`src/hw/rtl/wgm_pkg.sv`:
```
// ----------------------------------------------------------------------------
// wgm_pkg
// shared types, codes and the case folding function of the wildcard matcher
// ----------------------------------------------------------------------------
package wgm_pkg;

  localparam int PATTERN_MAX_DEF = 64;

  typedef enum logic [1:0] {
    CMD_PAT  = 2'd0,
    CMD_SUBJ = 2'd1,
    CMD_END  = 2'd2,
    CMD_CLR  = 2'd3
  } cmd_t;

  typedef enum logic [1:0] {
    KIND_LIT = 2'd0,
    KIND_ONE = 2'd1,
    KIND_ANY = 2'd2
  } kind_t;

  localparam logic [1:0] MAP_RFC    = 2'd0;
  localparam logic [1:0] MAP_STRICT = 2'd1;

  localparam logic [7:0] CH_STAR    = 8'h2A;
  localparam logic [7:0] CH_QMARK   = 8'h3F;
  localparam logic [7:0] CH_BSLASH  = 8'h5C;
  localparam logic [7:0] CH_LBRACK  = 8'h5B;
  localparam logic [7:0] CH_RBRACK  = 8'h5D;
  localparam logic [7:0] CH_LBRACE  = 8'h7B;
  localparam logic [7:0] CH_RBRACE  = 8'h7D;
  localparam logic [7:0] CH_PIPE    = 8'h7C;
  localparam logic [7:0] CH_TILDE   = 8'h7E;
  localparam logic [7:0] CH_CARET   = 8'h5E;
  localparam logic [7:0] CH_UPPER_A = 8'h41;
  localparam logic [7:0] CH_UPPER_Z = 8'h5A;
  localparam logic [7:0] CASE_DELTA = 8'h20;

  typedef struct packed {
    kind_t      kind;
    logic [7:0] ch;
  } elem_t;

  typedef struct packed {
    logic load;
    logic step;
    logic restart;
  } cell_ctl_t;

  typedef struct packed {
    logic skip;
    logic adv;
  } link_t;

  function automatic logic [7:0] fold_byte(input logic [7:0] c, input logic [1:0] map);
    logic [7:0] r;
    r = c;
    if (c >= CH_UPPER_A && c <= CH_UPPER_Z) begin
      r = c + CASE_DELTA;
    end else if (map == MAP_RFC || map == MAP_STRICT) begin
      if (c == CH_LBRACK) r = CH_LBRACE;
      else if (c == CH_RBRACK) r = CH_RBRACE;
      else if (c == CH_BSLASH) r = CH_PIPE;
      else if (map == MAP_RFC && c == CH_TILDE) r = CH_CARET;
    end
    return r;
  endfunction

endpackage

```
`src/hw/rtl/wgm_in_if.sv`:
```
// ----------------------------------------------------------------------------
// wgm_in_if
// command channel: command code and pattern or subject byte
// ----------------------------------------------------------------------------
interface wgm_in_if;
  logic       valid;
  logic       ready;
  logic [1:0] cmd;
  logic [7:0] byte_in;

  modport source (output valid, output cmd, output byte_in, input ready);
  modport sink (input valid, input cmd, input byte_in, output ready);
endinterface

```
`src/hw/rtl/wgm_out_if.sv`:
```
// ----------------------------------------------------------------------------
// wgm_out_if
// result channel: match flag and pattern overflow flag
// ----------------------------------------------------------------------------
interface wgm_out_if;
  logic valid;
  logic ready;
  logic matched;
  logic overflow;

  modport source (output valid, output matched, output overflow, input ready);
  modport sink (input valid, input matched, input overflow, output ready);
endinterface

```
`src/hw/rtl/wildcard_glob_matcher.sv`:
```
// ----------------------------------------------------------------------------
// wildcard_glob_matcher
// case-insensitive '*' / '?' glob matcher built as a row of pattern cells
// ----------------------------------------------------------------------------
// usage: each word on req carries cmd and byte_in. cmd 0 appends a pattern
// byte, cmd 1 streams a subject byte, cmd 2 ends the subject and returns one
// word on rsp (matched, overflow), cmd 3 clears the pattern.
// a subject byte updates all cells at once, each cell handing its skip and
// advance bits to the next, so one word is taken per clock while req.ready
// is high. the result of cmd 2 is registered and shows on rsp the cycle
// after the word is taken.
// req stays ready while the result register is empty or being drained; when
// a result waits and rsp.ready is low, req.ready drops until it is taken.
// cfg_we / cfg_wdata write the case mapping (0 rfc1459, 1 strict, 2 ascii);
// the user must write it only while the block is idle (not enforced).
// reset empties the pattern, clears overflow and escape state, sets the
// mapping to rfc1459 and leaves only the first position active.
// ----------------------------------------------------------------------------
module wildcard_glob_matcher
  import wgm_pkg::*;
#(
  parameter int PATTERN_MAX = PATTERN_MAX_DEF
) (
  input  logic       clk,
  input  logic       rst,
  wgm_in_if.sink     req,
  wgm_out_if.source  rsp,
  input  logic       cfg_we,
  input  logic [1:0] cfg_wdata
);

  localparam int LW = $clog2(PATTERN_MAX + 1);

  logic [1:0]      case_map;
  logic [LW-1:0]   len;
  logic            esc;
  logic            ovf;
  logic            last_any;
  logic            tail_act;
  logic            res_valid;
  logic            res_matched;
  logic            res_ovf;

  logic            accept;
  cmd_t            cmd;
  cell_ctl_t       ctl;
  elem_t           wr_elem;
  logic            append;
  logic            full;
  logic [7:0]      sub_c;
  link_t           link [PATTERN_MAX+1];
  logic [PATTERN_MAX:0] cur_vec;

  assign req.ready    = !res_valid || rsp.ready;
  assign accept       = req.valid && req.ready;
  assign cmd          = cmd_t'(req.cmd);
  assign full         = len >= LW'(PATTERN_MAX);
  assign sub_c        = fold_byte(req.byte_in, case_map);
  assign rsp.valid    = res_valid;
  assign rsp.matched  = res_matched;
  assign rsp.overflow = res_ovf;

  // pattern byte decode
  always_comb begin
    wr_elem.ch   = req.byte_in;
    wr_elem.kind = KIND_LIT;
    append       = 1'b0;
    if (esc) begin
      append = 1'b1;
    end else if (req.byte_in == CH_BSLASH) begin
      append = 1'b0;
    end else if (req.byte_in == CH_STAR) begin
      wr_elem.kind = KIND_ANY;
      append       = !(len != '0 && last_any);
    end else if (req.byte_in == CH_QMARK) begin
      wr_elem.kind = KIND_ONE;
      append       = 1'b1;
    end else begin
      append = 1'b1;
    end
  end

  assign ctl.load    = accept && cmd == CMD_PAT && append && !full;
  assign ctl.step    = accept && cmd == CMD_SUBJ;
  assign ctl.restart = accept && (cmd == CMD_END || cmd == CMD_CLR);

  assign link[0] = '0;

  for (genvar i = 0; i < PATTERN_MAX; i++) begin : g_cell
    wgm_cell #(
      .PATTERN_MAX (PATTERN_MAX),
      .IDX         (i)
    ) u_cell (
      .clk      (clk),
      .rst      (rst),
      .ctl      (ctl),
      .len      (len),
      .wr_elem  (wr_elem),
      .sub_c    (sub_c),
      .map      (case_map),
      .link_in  (link[i]),
      .link_out (link[i+1]),
      .cur      (cur_vec[i])
    );
  end

  // position past the last cell
  assign cur_vec[PATTERN_MAX] = tail_act | link[PATTERN_MAX].skip;

  always_ff @(posedge clk) begin
    if (rst) begin
      case_map  <= MAP_RFC;
      len       <= '0;
      esc       <= 1'b0;
      ovf       <= 1'b0;
      tail_act  <= 1'b0;
      res_valid <= 1'b0;
    end else begin
      if (cfg_we) begin
        case_map <= cfg_wdata;
      end
      if (rsp.ready && !(accept && cmd == CMD_END)) begin
        res_valid <= 1'b0;
      end
      if (accept) begin
        case (cmd)
          CMD_PAT: begin
            if (esc) begin
              esc <= 1'b0;
            end else if (req.byte_in == CH_BSLASH) begin
              esc <= 1'b1;
            end
            if (append) begin
              if (full) begin
                ovf <= 1'b1;
              end else begin
                len <= len + LW'(1);
              end
            end
          end
          CMD_SUBJ: begin
            tail_act <= link[PATTERN_MAX].adv;
          end
          CMD_END: begin
            res_valid   <= 1'b1;
            res_matched <= !ovf && cur_vec[len];
            res_ovf     <= ovf;
            tail_act    <= 1'b0;
          end
          CMD_CLR: begin
            len      <= '0;
            esc      <= 1'b0;
            ovf      <= 1'b0;
            tail_act <= 1'b0;
          end
          default: begin
            tail_act <= tail_act;
          end
        endcase
      end
    end
  end

  always_ff @(posedge clk) begin
    if (ctl.load) begin
      last_any <= wr_elem.kind == KIND_ANY;
    end
  end

  a_ovf_no_match: assert property (@(posedge clk) disable iff (rst)
    rsp.valid && rsp.overflow |-> !rsp.matched)
    else $error("match reported with pattern overflow");

  a_len_bound: assert property (@(posedge clk) disable iff (rst)
    len <= LW'(PATTERN_MAX))
    else $error("pattern length beyond capacity");

  a_clear: assert property (@(posedge clk) disable iff (rst)
    accept && cmd == CMD_CLR |=> len == '0 && !ovf && !esc)
    else $error("pattern clear incomplete");

  a_result: assert property (@(posedge clk) disable iff (rst)
    accept && cmd == CMD_END |=> rsp.valid && cur_vec[0] && !tail_act)
    else $error("end of subject gave no result or no restart");

endmodule

```
`src/hw/rtl/wgm_cell.sv`:
```
// ----------------------------------------------------------------------------
// wgm_cell
// one pattern element and the active bit of the position in front of it
// ----------------------------------------------------------------------------
module wgm_cell
  import wgm_pkg::*;
#(
  parameter int PATTERN_MAX = PATTERN_MAX_DEF,
  parameter int IDX         = 0
) (
  input  logic                               clk,
  input  logic                               rst,
  input  cell_ctl_t                          ctl,
  input  logic [$clog2(PATTERN_MAX+1)-1:0]   len,
  input  elem_t                              wr_elem,
  input  logic [7:0]                         sub_c,
  input  logic [1:0]                         map,
  input  link_t                              link_in,
  output link_t                              link_out,
  output logic                               cur
);

  localparam int LW = $clog2(PATTERN_MAX + 1);

  elem_t elem;
  logic  act;
  logic  act_next;
  logic  valid;
  logic  hit;

  assign valid = LW'(IDX) < len;
  assign cur   = act | link_in.skip;

  always_comb begin
    case (elem.kind)
      KIND_LIT: hit = fold_byte(elem.ch, map) == sub_c;
      KIND_ONE: hit = 1'b1;
      default:  hit = 1'b0;
    endcase
  end

  assign link_out.skip = cur & valid & (elem.kind == KIND_ANY);
  assign link_out.adv  = cur & valid & hit;
  assign act_next      = (cur & valid & (elem.kind == KIND_ANY)) | link_in.adv;

  always_ff @(posedge clk) begin
    if (rst || ctl.restart) begin
      act <= (IDX == 0);
    end else if (ctl.step) begin
      act <= act_next;
    end
  end

  always_ff @(posedge clk) begin
    if (ctl.load && len == LW'(IDX)) begin
      elem <= wr_elem;
    end
  end

endmodule
```
`src/flat_wrapper.sv`:
```
// flat-port wrapper written by rule: the top's interface ports become plain ports
module wildcard_glob_matcher_flat import wgm_pkg::*;
#(
  parameter int PATTERN_MAX = PATTERN_MAX_DEF
)
  (clk, rst, cfg_we, cfg_wdata, req_valid, req_cmd, req_byte_in, req_ready, rsp_valid, rsp_matched, rsp_overflow, rsp_ready);
  wgm_in_if req_i ();
  wgm_out_if rsp_i ();
  input  logic clk;
  input  logic rst;
  input  logic cfg_we;
  input  logic [1:0] cfg_wdata;
  input wire logic [$bits(req_i.valid)-1:0] req_valid;
  input wire logic [$bits(req_i.cmd)-1:0] req_cmd;
  input wire logic [$bits(req_i.byte_in)-1:0] req_byte_in;
  output wire logic [$bits(req_i.ready)-1:0] req_ready;
  output wire logic [$bits(rsp_i.valid)-1:0] rsp_valid;
  output wire logic [$bits(rsp_i.matched)-1:0] rsp_matched;
  output wire logic [$bits(rsp_i.overflow)-1:0] rsp_overflow;
  input wire logic [$bits(rsp_i.ready)-1:0] rsp_ready;
  assign req_i.valid = req_valid;
  assign req_i.cmd = req_cmd;
  assign req_i.byte_in = req_byte_in;
  assign req_ready = req_i.ready;
  assign rsp_valid = rsp_i.valid;
  assign rsp_matched = rsp_i.matched;
  assign rsp_overflow = rsp_i.overflow;
  assign rsp_i.ready = rsp_ready;
  wildcard_glob_matcher #(.PATTERN_MAX(PATTERN_MAX)) u_core (.clk(clk), .rst(rst), .req(req_i), .rsp(rsp_i), .cfg_we(cfg_we), .cfg_wdata(cfg_wdata));
endmodule
```
`config.mk`:
```
export PLATFORM = sky130hd
export DESIGN_NAME = wildcard_glob_matcher_flat
export DESIGN_NICKNAME = d
export VERILOG_FILES = /design/src/hw/rtl/wgm_pkg.sv /design/src/hw/rtl/wgm_in_if.sv /design/src/hw/rtl/wgm_out_if.sv /design/src/hw/rtl/wildcard_glob_matcher.sv /design/src/hw/rtl/wgm_cell.sv /design/src/flat_wrapper.sv
export SDC_FILE = /design/constraint.sdc
export NUM_CORES = 2
export LEC_CHECK = 0
export BUFFER_PORTS_ARGS = -buffer_cell sky130_fd_sc_hd__buf_2
export CORE_UTILIZATION = 60
export CTS_CLUSTER_DIAMETER = 50
export DETAILED_ROUTE_END_ITERATION = 10
export PLACE_DENSITY = 0.84
export REMOVE_ABC_BUFFERS = 1
export SETUP_SLACK_MARGIN = 0.5
export SYNTH_ARGS = -nofsm -noshare
export SYNTH_HDL_FRONTEND = slang
export SYNTH_SLANG_ARGS = --single-unit
```
`constraint.sdc`:
```
create_clock -name clk -period 7.65 [get_ports clk]
set_input_delay 1.53 -clock clk [delete_from_list [all_inputs] [get_ports clk]]
set_output_delay 1.53 -clock clk [all_outputs]
set_load 0.01 [all_outputs]
```
# Yosys cells after proc, flatten, opt, wreduce, memory -nomap -nowiden
# Index checks and enable logic that the tools add are counted.
[classes]
n_addsub = 66
n_bitwise = 320
n_reduce_logical = 289
n_lt_le_gt_ge = 196
eq_ne = 525
mux = 540
[ops]
columns = ["cell", "n"]
rows = [
  ["2-to-1 mux 8 bit", 454],
  ["== test 8 x 7 -> 1 bit (second input constant)", 260],
  ["adder 8 x 6 -> 8 bit (second input constant)", 65],
  [">= comparator 8 x 7 -> 1 bit (second input constant)", 65],
  ["<= comparator 8 x 7 -> 1 bit (second input constant)", 65],
  ["== test 8 bit", 64],
  ["== test 7 x 6 -> 1 bit (second input constant)", 32],
  ["less-than comparator 6 x 7 -> 1 bit (first input constant)", 32],
  ["logical AND 1 bit", 204],
  ["bitwise AND 1 bit", 192],
  ["== test 2 bit (second input constant)", 67],
  ["one-hot mux 1 bit (2 select lines)", 67],
  ["== test 2 x 1 -> 1 bit (second input constant)", 66],
  ["logical NOT 2 bit", 66],
  ["OR 1 bit", 127],
  ["== test 7 x 5 -> 1 bit (second input constant)", 16],
  ["less-than comparator 5 x 7 -> 1 bit (first input constant)", 16],
  ["== test 7 x 4 -> 1 bit (second input constant)", 8],
  ["less-than comparator 4 x 7 -> 1 bit (first input constant)", 8],
  ["== test 7 x 3 -> 1 bit (second input constant)", 4],
  ["less-than comparator 3 x 7 -> 1 bit (first input constant)", 4],
  ["== test 8 x 6 -> 1 bit (second input constant)", 2],
  ["== test 7 x 2 -> 1 bit (second input constant)", 2],
  ["less-than comparator 1 x 7 -> 1 bit (first input constant)", 2],
  ["22 further kinds", 48],
]
[word_totals]
reg_bits = 720
word_cells = 2137
in_bits = 17
out_inout_bits = 4

# Logic depth before layout (Yosys ltp)
# Gate-level depths: netlist of the first run.
[logic_depth]
depth_word = 196
ltp_mapped = 16
depth_no_buf = 12

# Worst setup path after synthesis of the first run
# OpenSTA, ideal clock, no wires.
[synth_timing]
path_type = "input-to-reg"
from = "input req_byte_in[3]"
to = "register u_core.g_cell[19].u_cell.elem[0] in the netlist's numbering (enable)"
n_path_buf = 2
path_stages = 8
slack_ns = 2.959
arrival_time_ns = 4.301
path_cell_list = "clkbuf_1 clkbuf_1 and3_1 o211ai_1 nand2_1 nor4_1 nand2_1 nor3_1"
[synth_between]
elab_chain_cells = 7
[synth_rtl]
columns = ["item", "line_no", "rtl"]
rows = [
  ["start: declaration", "flat_wrapper.sv:15", "input wire logic [$bits(req_i.byte_in)-1:0] req_byte_in;"],
  ["== test 8 x 6 -> 1 bit", "wildcard_glob_matcher.sv:72", "end else if (req.byte_in == CH_STAR) begin"],
  ["2-to-1 mux 1 bit", "wildcard_glob_matcher.sv:72", ""],
  ["2-to-1 mux 1 bit (*)", "wildcard_glob_matcher.sv:70", "end else if (req.byte_in == CH_BSLASH) begin"],
  ["2-to-1 mux 1 bit (*)", "wildcard_glob_matcher.sv:68", "if (esc) begin"],
  ["logical AND 1 bit (*) (2 in series)", "wildcard_glob_matcher.sv:83", "assign ctl.load = accept && cmd == CMD_PAT && append && !full;"],
  ["logical AND 1 bit (*)", "wgm_cell.sv:55", "if (ctl.load && len == LW'(IDX)) begin"],
  ["end signal: assignment", "wgm_cell.sv:56", "elem <= wr_elem;"],
  ["end: declaration", "wgm_cell.sv:25", "elem_t elem;"],
]
# Mark *: on every way between the ends. The rest lies on a longest branch, timed or not.
# A chain may end at the register's enable or synchronous reset.

# Final worst setup path of the first run
[layout_timing]
from = "register u_core.len[6]"
to = "register u_core.res_matched, in the netlist u_core.rsp.matched, data pin"
[layout_between]
elab_chain_cells = 196
[layout_rtl]
columns = ["item", "line_no", "rtl"]
rows = [
  ["start: declaration", "wildcard_glob_matcher.sv:35", "logic [LW-1:0] len;"],
  ["start signal: assignment", "wildcard_glob_matcher.sv:137", "len <= len + LW'(1);"],
  ["less-than comparator 1 x 7 -> 1 bit", "wgm_cell.sv:31", "assign valid = LW'(IDX) < len;"],
  ["bitwise AND 1 bit (2 in series)", "wgm_cell.sv:42", "assign link_out.skip = cur & valid & (elem.kind == KIND_ANY);"],
  ["OR 1 bit", "wgm_cell.sv:32", "assign cur = act | link_in.skip;"],
  ["bitwise AND 1 bit (2 in series)", "wgm_cell.sv:42", ""],
  ["OR 1 bit", "wgm_cell.sv:32", ""],
  ["bitwise AND 1 bit (2 in series)", "wgm_cell.sv:42", ""],
  ["OR 1 bit", "wgm_cell.sv:32", ""],
  ["bitwise AND 1 bit (2 in series)", "wgm_cell.sv:42", ""],
  ["[174 not listed]", "--", ""],
  ["OR 1 bit", "wgm_cell.sv:32", ""],
  ["bitwise AND 1 bit (2 in series)", "wgm_cell.sv:42", ""],
  ["OR 1 bit", "wgm_cell.sv:32", ""],
  ["bitwise AND 1 bit (2 in series)", "wgm_cell.sv:42", ""],
  ["OR 1 bit", "wildcard_glob_matcher.sv:108", "assign cur_vec[PATTERN_MAX] = tail_act | link[PATTERN_MAX].skip;"],
  ["binary-select mux 1 bit (select 7 bit) (*)", "wildcard_glob_matcher.sv:146", "res_matched <= !ovf && cur_vec[len];"],
  ["2-to-1 mux 1 bit (not written as such) (*)", "wildcard_glob_matcher.sv:146", ""],
  ["logical AND 1 bit (*)", "wildcard_glob_matcher.sv:146", ""],
  ["end signal: assignment", "wildcard_glob_matcher.sv:146", ""],
  ["end: declaration", "wildcard_glob_matcher.sv:41", "logic res_matched;"],
]
# Mark *: on every way between the ends. The rest lies on a longest branch, timed or not. The select of a mux whose other input is x is not followed.

==> flow_summary.ini, run 1 <==
[status]
status = finished clean

[worst_setup_path]
timing.rr.start = u_core.len[6]
rr_worst_depth = 13
worst-setup-path-type = reg -> reg
cp_max_fo = 23
worst_r2r_endpoint = u_core.rsp.matched
cp_data_arrival_time_ns = 6.13
crit_required_ns = 8.06
r2r_slack_ns = 1.93
crit_end_element = register
setup.worst_path.start_class = register

[drt]
num_vias = 32480
drtAntennaViolNets = 0
routed_wirelength_mm = 114.7
route.detailed.wl_per_inst_um = 23.85
route.detailed.drc = 0
post_drt_via_cell_ratio = 6.752
initialDrtViolationCount = 4319
detail_route.first_pass.iterations = 7

[place]
placement.io_buffers = 20
number_of_instances_in_the_placed_design = 4659
post-dp-hpwl_mm = 73.17
globalplace.congestion = 1.030
detailedPlace.worstSlack_ns = 1.935

[synth]
netlist_top_cells_area = edfxtp_1 (48%), xnor2_1 (6.6%), xor2_1 (4.5%)
post-synth-top-area-fraction_pct = 48.15
synth_seq_area_share_pct = 52.00
postSynthAreaPerCell_sq_um = 10.40
synthesis.area_sq_mm = 0.04010
netlist-cell-type-count = 94
synth-async-reset-ratio_pct = 0
synth.yosys.warnings = 0
number_of_synthesized_register_bits = 720
number_of_flops_mapped_to_enable_cells_by_yosys = 643
synthCells = 3855
synth_largest_area_cell = edfxtp_1
yosys_most_used_dff = edfxtp_1

[sta]
fmaxAchievable_ghz = 0.1748
setup_repair_after_global_routing_missed_its_margin = false
fin_setup_tns_ns = 0
drv_slew = 0
postLayoutSetupSlackWorst_ns = 1.930
worst_pin_slew_ns = 1.232
timing.final.crit_share_pct = 74.77
timing_hold_violations_final = 0
final-setup-viol-count = 0
time_the_final_worst_path_needs_with_i_o_delays_and_setup_ns = 5.720
fin_worst_skew_ns = 0.02699
slew_headroom_pct = 17.11

[cts]
cts.reportedPaths.clkPinSlew_ns = 0.06
clk_path_buf_depth = 3
cts-hold-fix-buffers = 0
cts_resized = 0
number_of_h_tree_levels = 3
cts_tree = yes
post-cts-setup-buffer-count = 0
clock_latency_on_the_worst_skew_pair_ns = 0.64
number_of_buffers_created_by_cts = 81
tritoncts_num_sinks = 720
clock-root-buffer = clkbuf_16

[power_and_ir_drop]
clockPowerShare_pct = 44.7
ir_worst_vdd_mv = 0.2477
pwr-share-seq_pct = 49.7
sw_frac_of_total_pct = 22.59
cellPowerDensity_mw_per_mm2 = 196.7
p_switching_w = 0.001954
power.internal_w = 0.006696
power.leakage_nw = 13.95
combPwrFrac_pct = 5.6

[floorplanning]
die_width_um = 260.5
placeableCoreArea_sq_mm = 0.06598
initial_utilization_pct = 60.77
core.rowCount = 94
io_pins = 21
die_area_sq_mm = 0.06787
fp.dieH_um = 260.5

[final_layout]
area.growth.synth_to_final_pct = 9.679
final_net_count = 3968
post_layout_nonfiller_instances = 4810
filler_cell_count = 4678
final_layout_size_suffix_gt1_share_pct = 7.047

[grt]
vias_in_the_first_global_route = 31440
maximum_number_of_pins_on_one_net_before_global_route_repair = 84
track_usage_pct = 33.52
globalRouteOverflowTotal = 0
grt_pass1_wl_mm = 174.6
number_of_antenna_violations_at_the_first_check_in_global_routing = 2

[hold_path]
hold_start = u_core.g_cell[62].u_cell.act
holdCritPathClass = reg -> reg
worstHoldEndpoint = u_core.g_cell[62].u_cell.act
worst_hold_path.num_cells = 2

[job]
maxCapViolations = 0
## routing by layer
metal / track usage (%) / share of wire, % / vias up
met5: 0.3561 / 0.029 / -
met4: 18.36 / 5.6 / 6
met2: 53.72 / 46 / 2008
met3: 7.993 / 11 / 477
li1: - / - / 14400
met1: 41.94 / 37 / 15590
## flip-flops by register name, indices dropped and copies added (netlist names)
register / cells
u_core.rsp.overflow: 1
u_core.ovf: 1
u_core.case_map: 2
u_core.tail_act: 1
u_core.g_cell.u_cell.act: 64
u_core.rsp.valid: 1
u_core.last_any: 1
u_core.esc: 1
u_core.rsp.matched: 1
u_core.len: 7
u_core.g_cell.u_cell.elem: 640
## Yosys cell counts (73+ instances only)
library cell	count
inv_1	107
a21oi_1	324
edfxtp_1	643
nor2b_1	96
nand2_1	189
nand2b_1	76
o21ai_0	174
xor2_1	208
dfxtp_1	77
nor3_1	227
clkbuf_1	75
ha_1	73
nand3_1	88
xnor2_1	302
nor4_1	87
nor2_1	389
## power groups by stage
stage                     clock network, W  logic (W)  registers (W)
after global routing               0.00402   0.000508        0.00430
after CTS                          0.00389   0.000473        0.00430
after global placement                   0   0.000460        0.00438
after floorplan                          0   0.000243        0.00438
after detailed placement                 0   0.000469        0.00438
final                              0.00387   0.000483        0.00430
## kinds of logic (layout without fill, tap and decap cells)
| group | Yosys count | after routing | share of synthesized area [%] |
|---|---|---|---|
| xor gates and xnor gates | 510 | 510 | 11.14 |
| buffers and inverters | 250 | 340 | 2.396 |
| and+or+nand+nor | 1418 | 1418 | 18.41 |
| other | 0 | 1 | 0 |
| AOI/OAI and AO/OA | 877 | 877 | 13.60 |
| DFF | 720 | 720 | 52.00 |
| adders and majority gates | 73 | 73 | 2.278 |
| muxes | 7 | 7 | 0.1810 |
## metrics by stage
step                      hold slack, ns  total power (W)  util (%)  area (sq um)
after floorplan                   0.4317         0.004621         -         39550
after global placement            0.4537         0.004841     62.67         41350
after detailed placement          0.4519         0.004851     62.67         41350
after CTS                         0.4662         0.008657     66.65         43980
after global routing              0.4884         0.008831     66.65         43980
final                             0.4691         0.008650     66.66         43980
## worst max-delay path, stage by stage, from the launching register on
cell      delay, ns
dfxtp_1        0.91
buf_4          0.42
or2_1          0.57
a22oi_1        0.29
or3_1          0.51
nor4b_1        0.51
o21ai_2        0.23
a31oi_4        0.37
a211oi_1       0.24
o21a_1         0.24
o311a_1        0.32
o311ai_1       0.35
a41oi_1        0.18
a211oi_2       0.32
## worst max-delay path by stage
| stage | slack (ns) | depth (start not counted) | startpoint | to |
|---|---|---|---|---|
| final | 1.93 | 13 | u_core.len[6] | u_core.rsp.matched |
| after global routing | 1.80 | 13 | u_core.len[6] | u_core.rsp.matched |
| after CTS | 2.30 | 13 | u_core.len[6] | u_core.rsp.matched |
| after detailed placement | 1.94 | 12 | req_byte_in[6] | u_core.g_cell[12].u_cell.act |
| after global placement | 2.11 | 11 | req_byte_in[6] | u_core.g_cell[22].u_cell.act |
| after floorplan | -2.80 | 12 | u_core.case_map[1] | u_core.g_cell[8].u_cell.act |
## cell usage in the layout (no fill, tap or decap), drive strengths merged, types with 44 or more instances in the layout
| cell | instances |
|---|---|
| inv | 119 |
| nor2 | 389 |
| o21ai | 179 |
| a31oi | 73 |
| a2111oi | 44 |
| clkbuf | 108 |
| nand3 | 88 |
| a21oi | 325 |
| nor3 | 227 |
| o22ai | 54 |
| edfxtp | 643 |
| nor4 | 88 |
| nand3b | 53 |
| xor2 | 208 |
| a211oi | 52 |
| nor2b | 96 |
| nand2 | 189 |
| xnor2 | 302 |
| ha | 73 |
| nand2b | 76 |
| dfxtp | 77 |
| buf | 81 |
## cell type report
class,count,area (sq um),share of cell area (%)
flip-flops and latches,720,20860,47.42
multi-input cells,2885,18350,41.72
clock buffers,108,2191,4.981
well taps,864,1081,2.458
repair buffers,81,654.4,1.488
clock inverters,42,437.9,0.9957
inverters,109,409.1,0.9303
diodes,1,2.502,0.005690
(Power assumes the default switching activity.)
==> run 2: changes to the inputs <==
Clock period 7.65 ns to 5.8 ns, I/O delays scaled along.
==> flow_summary.ini, run 2 (synthesized netlist as in run 1, its figures left out) <==
[status]
status = finished clean

[drt]
initialDrtViolationCount = 3659
post_drt_via_cell_ratio = 6.650
routed_wirelength_mm = 113.6
route.detailed.drc = 0
route.detailed.wl_per_inst_um = 23.42
num_vias = 32240
drtAntennaViolNets = 0
detail_route.first_pass.iterations = 8

[grt]
track_usage_pct = 33.45
vias_in_the_first_global_route = 31370
global_route.usage.met3_pct = 6.158
number_of_antenna_violations_at_the_first_check_in_global_routing = 2
grt_util_met2_pct = 54.50
groute.layer.met1.usage_pct = 42.26
maximum_number_of_pins_on_one_net_before_global_route_repair = 87
grt-busiest-layer = met2
globalRouteOverflowTotal = 0
grt_pass1_wl_mm = 174.2

[cts]
clk_path_buf_depth = 3
cts_tree = yes
post-cts-setup-buffer-count = 0
cts_resized = 0
cts.reportedPaths.clkPinSlew_ns = 0.06
tritoncts_num_sinks = 720
number_of_h_tree_levels = 3
number_of_buffers_created_by_cts = 80
clock_latency_on_the_worst_skew_pair_ns = 0.65
clock-root-buffer = clkbuf_16
cts-hold-fix-buffers = 0

[power_and_ir_drop]
sw_frac_of_total_pct = 22.07
cellPowerDensity_mw_per_mm2 = 257.6
power.internal_w = 0.008904
clockPowerShare_pct = 44.9
p_switching_w = 0.002521
ir_worst_vdd_mv = 0.2427
pwr-share-seq_pct = 49.6
power.leakage_nw = 14.18
combPwrFrac_pct = 5.5

[job]
maxCapViolations = 0

[hold_path]
holdCritPathClass = reg -> reg

[worst_setup_path]
cp_num_buf_inv = 0
worst-setup-path-type = reg -> reg
critical-path-max-stage-delay_ns = 0.89
cp_data_arrival_time_ns = 5.48
worst_r2r_endpoint = u_core.rsp.matched
critical_path.slowest_cell = dfxtp_1
cp_max_fo = 22
setup.worst_path.start_class = register
rr_worst_depth = 12
r2r_slack_ns = 0.81
worst_path_dominant_cell_family = compound AO/OA/AOI/OAI gates
worst_setup_path_endpoint = u_core.rsp.matched
timing.critical_path.cells = or2_1 -> o21ai_0 -> o221ai_1 -> or3b_2 -> o22a_1 -> a31oi_4 -> a211oi_1 -> o21a_1 -> o311a_1 -> o311ai_1 -> a41oi_1 -> a211oi_2
timing.rr.start = u_core.len[5]
worst-path-stages = 12
crit_end_element = register
crit_required_ns = 6.28
startpoint = u_core.len[5]

[final_layout]
top_regs = u_core.g_cell.u_cell.elem (640), u_core.g_cell.u_cell.act (64), u_core.len (7)
final_layout_size_suffix_gt1_share_pct = 8.156
layout_commonest_cell = edfxtp_1
post-route-cell-area_sq_mm = 0.04435
area.growth.synth_to_final_pct = 10.59
mostFrequentLayoutCells = edfxtp_1 (643), nor2_1 (387), a21oi_1 (323)
largest_reg_flops = 640
diodes = 0
post_route_core_utilization_pct = 67.21
largest_register = u_core.g_cell.u_cell.elem
final_net_count = 4011

[sta]
fmaxAchievable_ghz = 0.2002
time_the_final_worst_path_needs_with_i_o_delays_and_setup_ns = 4.995
timing_hold_violations_final = 0
fin_setup_tns_ns = 0
final-setup-viol-count = 0
drv_slew = 0
setup_repair_after_global_routing_missed_its_margin = false
timing.final.crit_share_pct = 86.12
postLayoutSetupSlackWorst_ns = 0.8053
worst_pin_slew_ns = 1.009
fin_worst_skew_ns = 0.03377
slew_headroom_pct = 32.45

[floorplanning]
core.rowCount = 94
die_width_um = 260.5
placeableCoreArea_sq_mm = 0.06598
initial_utilization_pct = 60.77
fp.dieH_um = 260.5
io_pins = 21
die_area_sq_mm = 0.06787

[place]
post-dp-hpwl_mm = 75.59
placed_standard_cell_area_sq_mm = 0.04169
placement.io_buffers = 20
detailedPlace.worstSlack_ns = 0.9876
globalplace.congestion = 1.055
[run 2: cell type report]
class	count	area, sq um
multi-input combinational	2885	18350
clock buffer	109	2226
tap	864	1081
clock inverter	37	429.2
sequential	720	20860
timing repair buffer	125	997.2
inverter	109	409.1
fill	4673	21630
[run 2: metrics by stage]
stage	instances	total power (W)	hold slack (ns)
after global placement	4703	0.006381	0.4624
after detailed placement	4703	0.006394	0.4622
after CTS	4849	0.01144	0.4716
final	4849	0.01143	0.4712
after global routing	4849	0.01167	0.4862
after floorplan	3714	0.006095	0.4317
[run 2: how the worst min path moves through the flow]
stage / start / endpoint / slack [ns] / cells past startpoint
after detailed placement: u_core.g_cell[62].u_cell.act / u_core.g_cell[62].u_cell.act / 0.46 / 2
after floorplan: u_core.ovf / u_core.rsp.overflow / 0.43 / 0
after CTS: u_core.g_cell[62].u_cell.act / u_core.g_cell[62].u_cell.act / 0.47 / 2
after global routing: u_core.g_cell[62].u_cell.act / u_core.g_cell[62].u_cell.act / 0.49 / 2
after global placement: u_core.g_cell[10].u_cell.act / u_core.g_cell[10].u_cell.act / 0.46 / 2
final: u_core.g_cell[62].u_cell.act / u_core.g_cell[62].u_cell.act / 0.47 / 2
[run 2: worst register-to-register path: stages, from the launching register on]
cell and delay (ns):
dfxtp_1 0.89, or2_1 0.58, o21ai_0 0.30, o221ai_1 0.51, or3b_2 0.49, o22a_1 0.29, a31oi_4 0.31, a211oi_1 0.22
o21a_1 0.23, o311a_1 0.32, o311ai_1 0.36, a41oi_1 0.18, a211oi_2 0.16
[run 2: power groups by stage]
stage / registers [W] / logic, W / clock network, W
final: 0.00567 / 0.000633 / 0.00512
after global routing: 0.00567 / 0.000668 / 0.00534
after CTS: 0.00567 / 0.000623 / 0.00515
after detailed placement: 0.00578 / 0.000618 / 0
after global placement: 0.00578 / 0.000606 / 0
after floorplan: 0.00578 / 0.000320 / 0
[run 2: metal layers]
metal  routed length (um)  vias up  part of all wire, %
met5                   13        -                0.011
met3                11400      410                   10
met1                42650    15420                   38
li1                     -    14510                    -
met2                53730     1906                   47
met4                 5780        2                  5.1
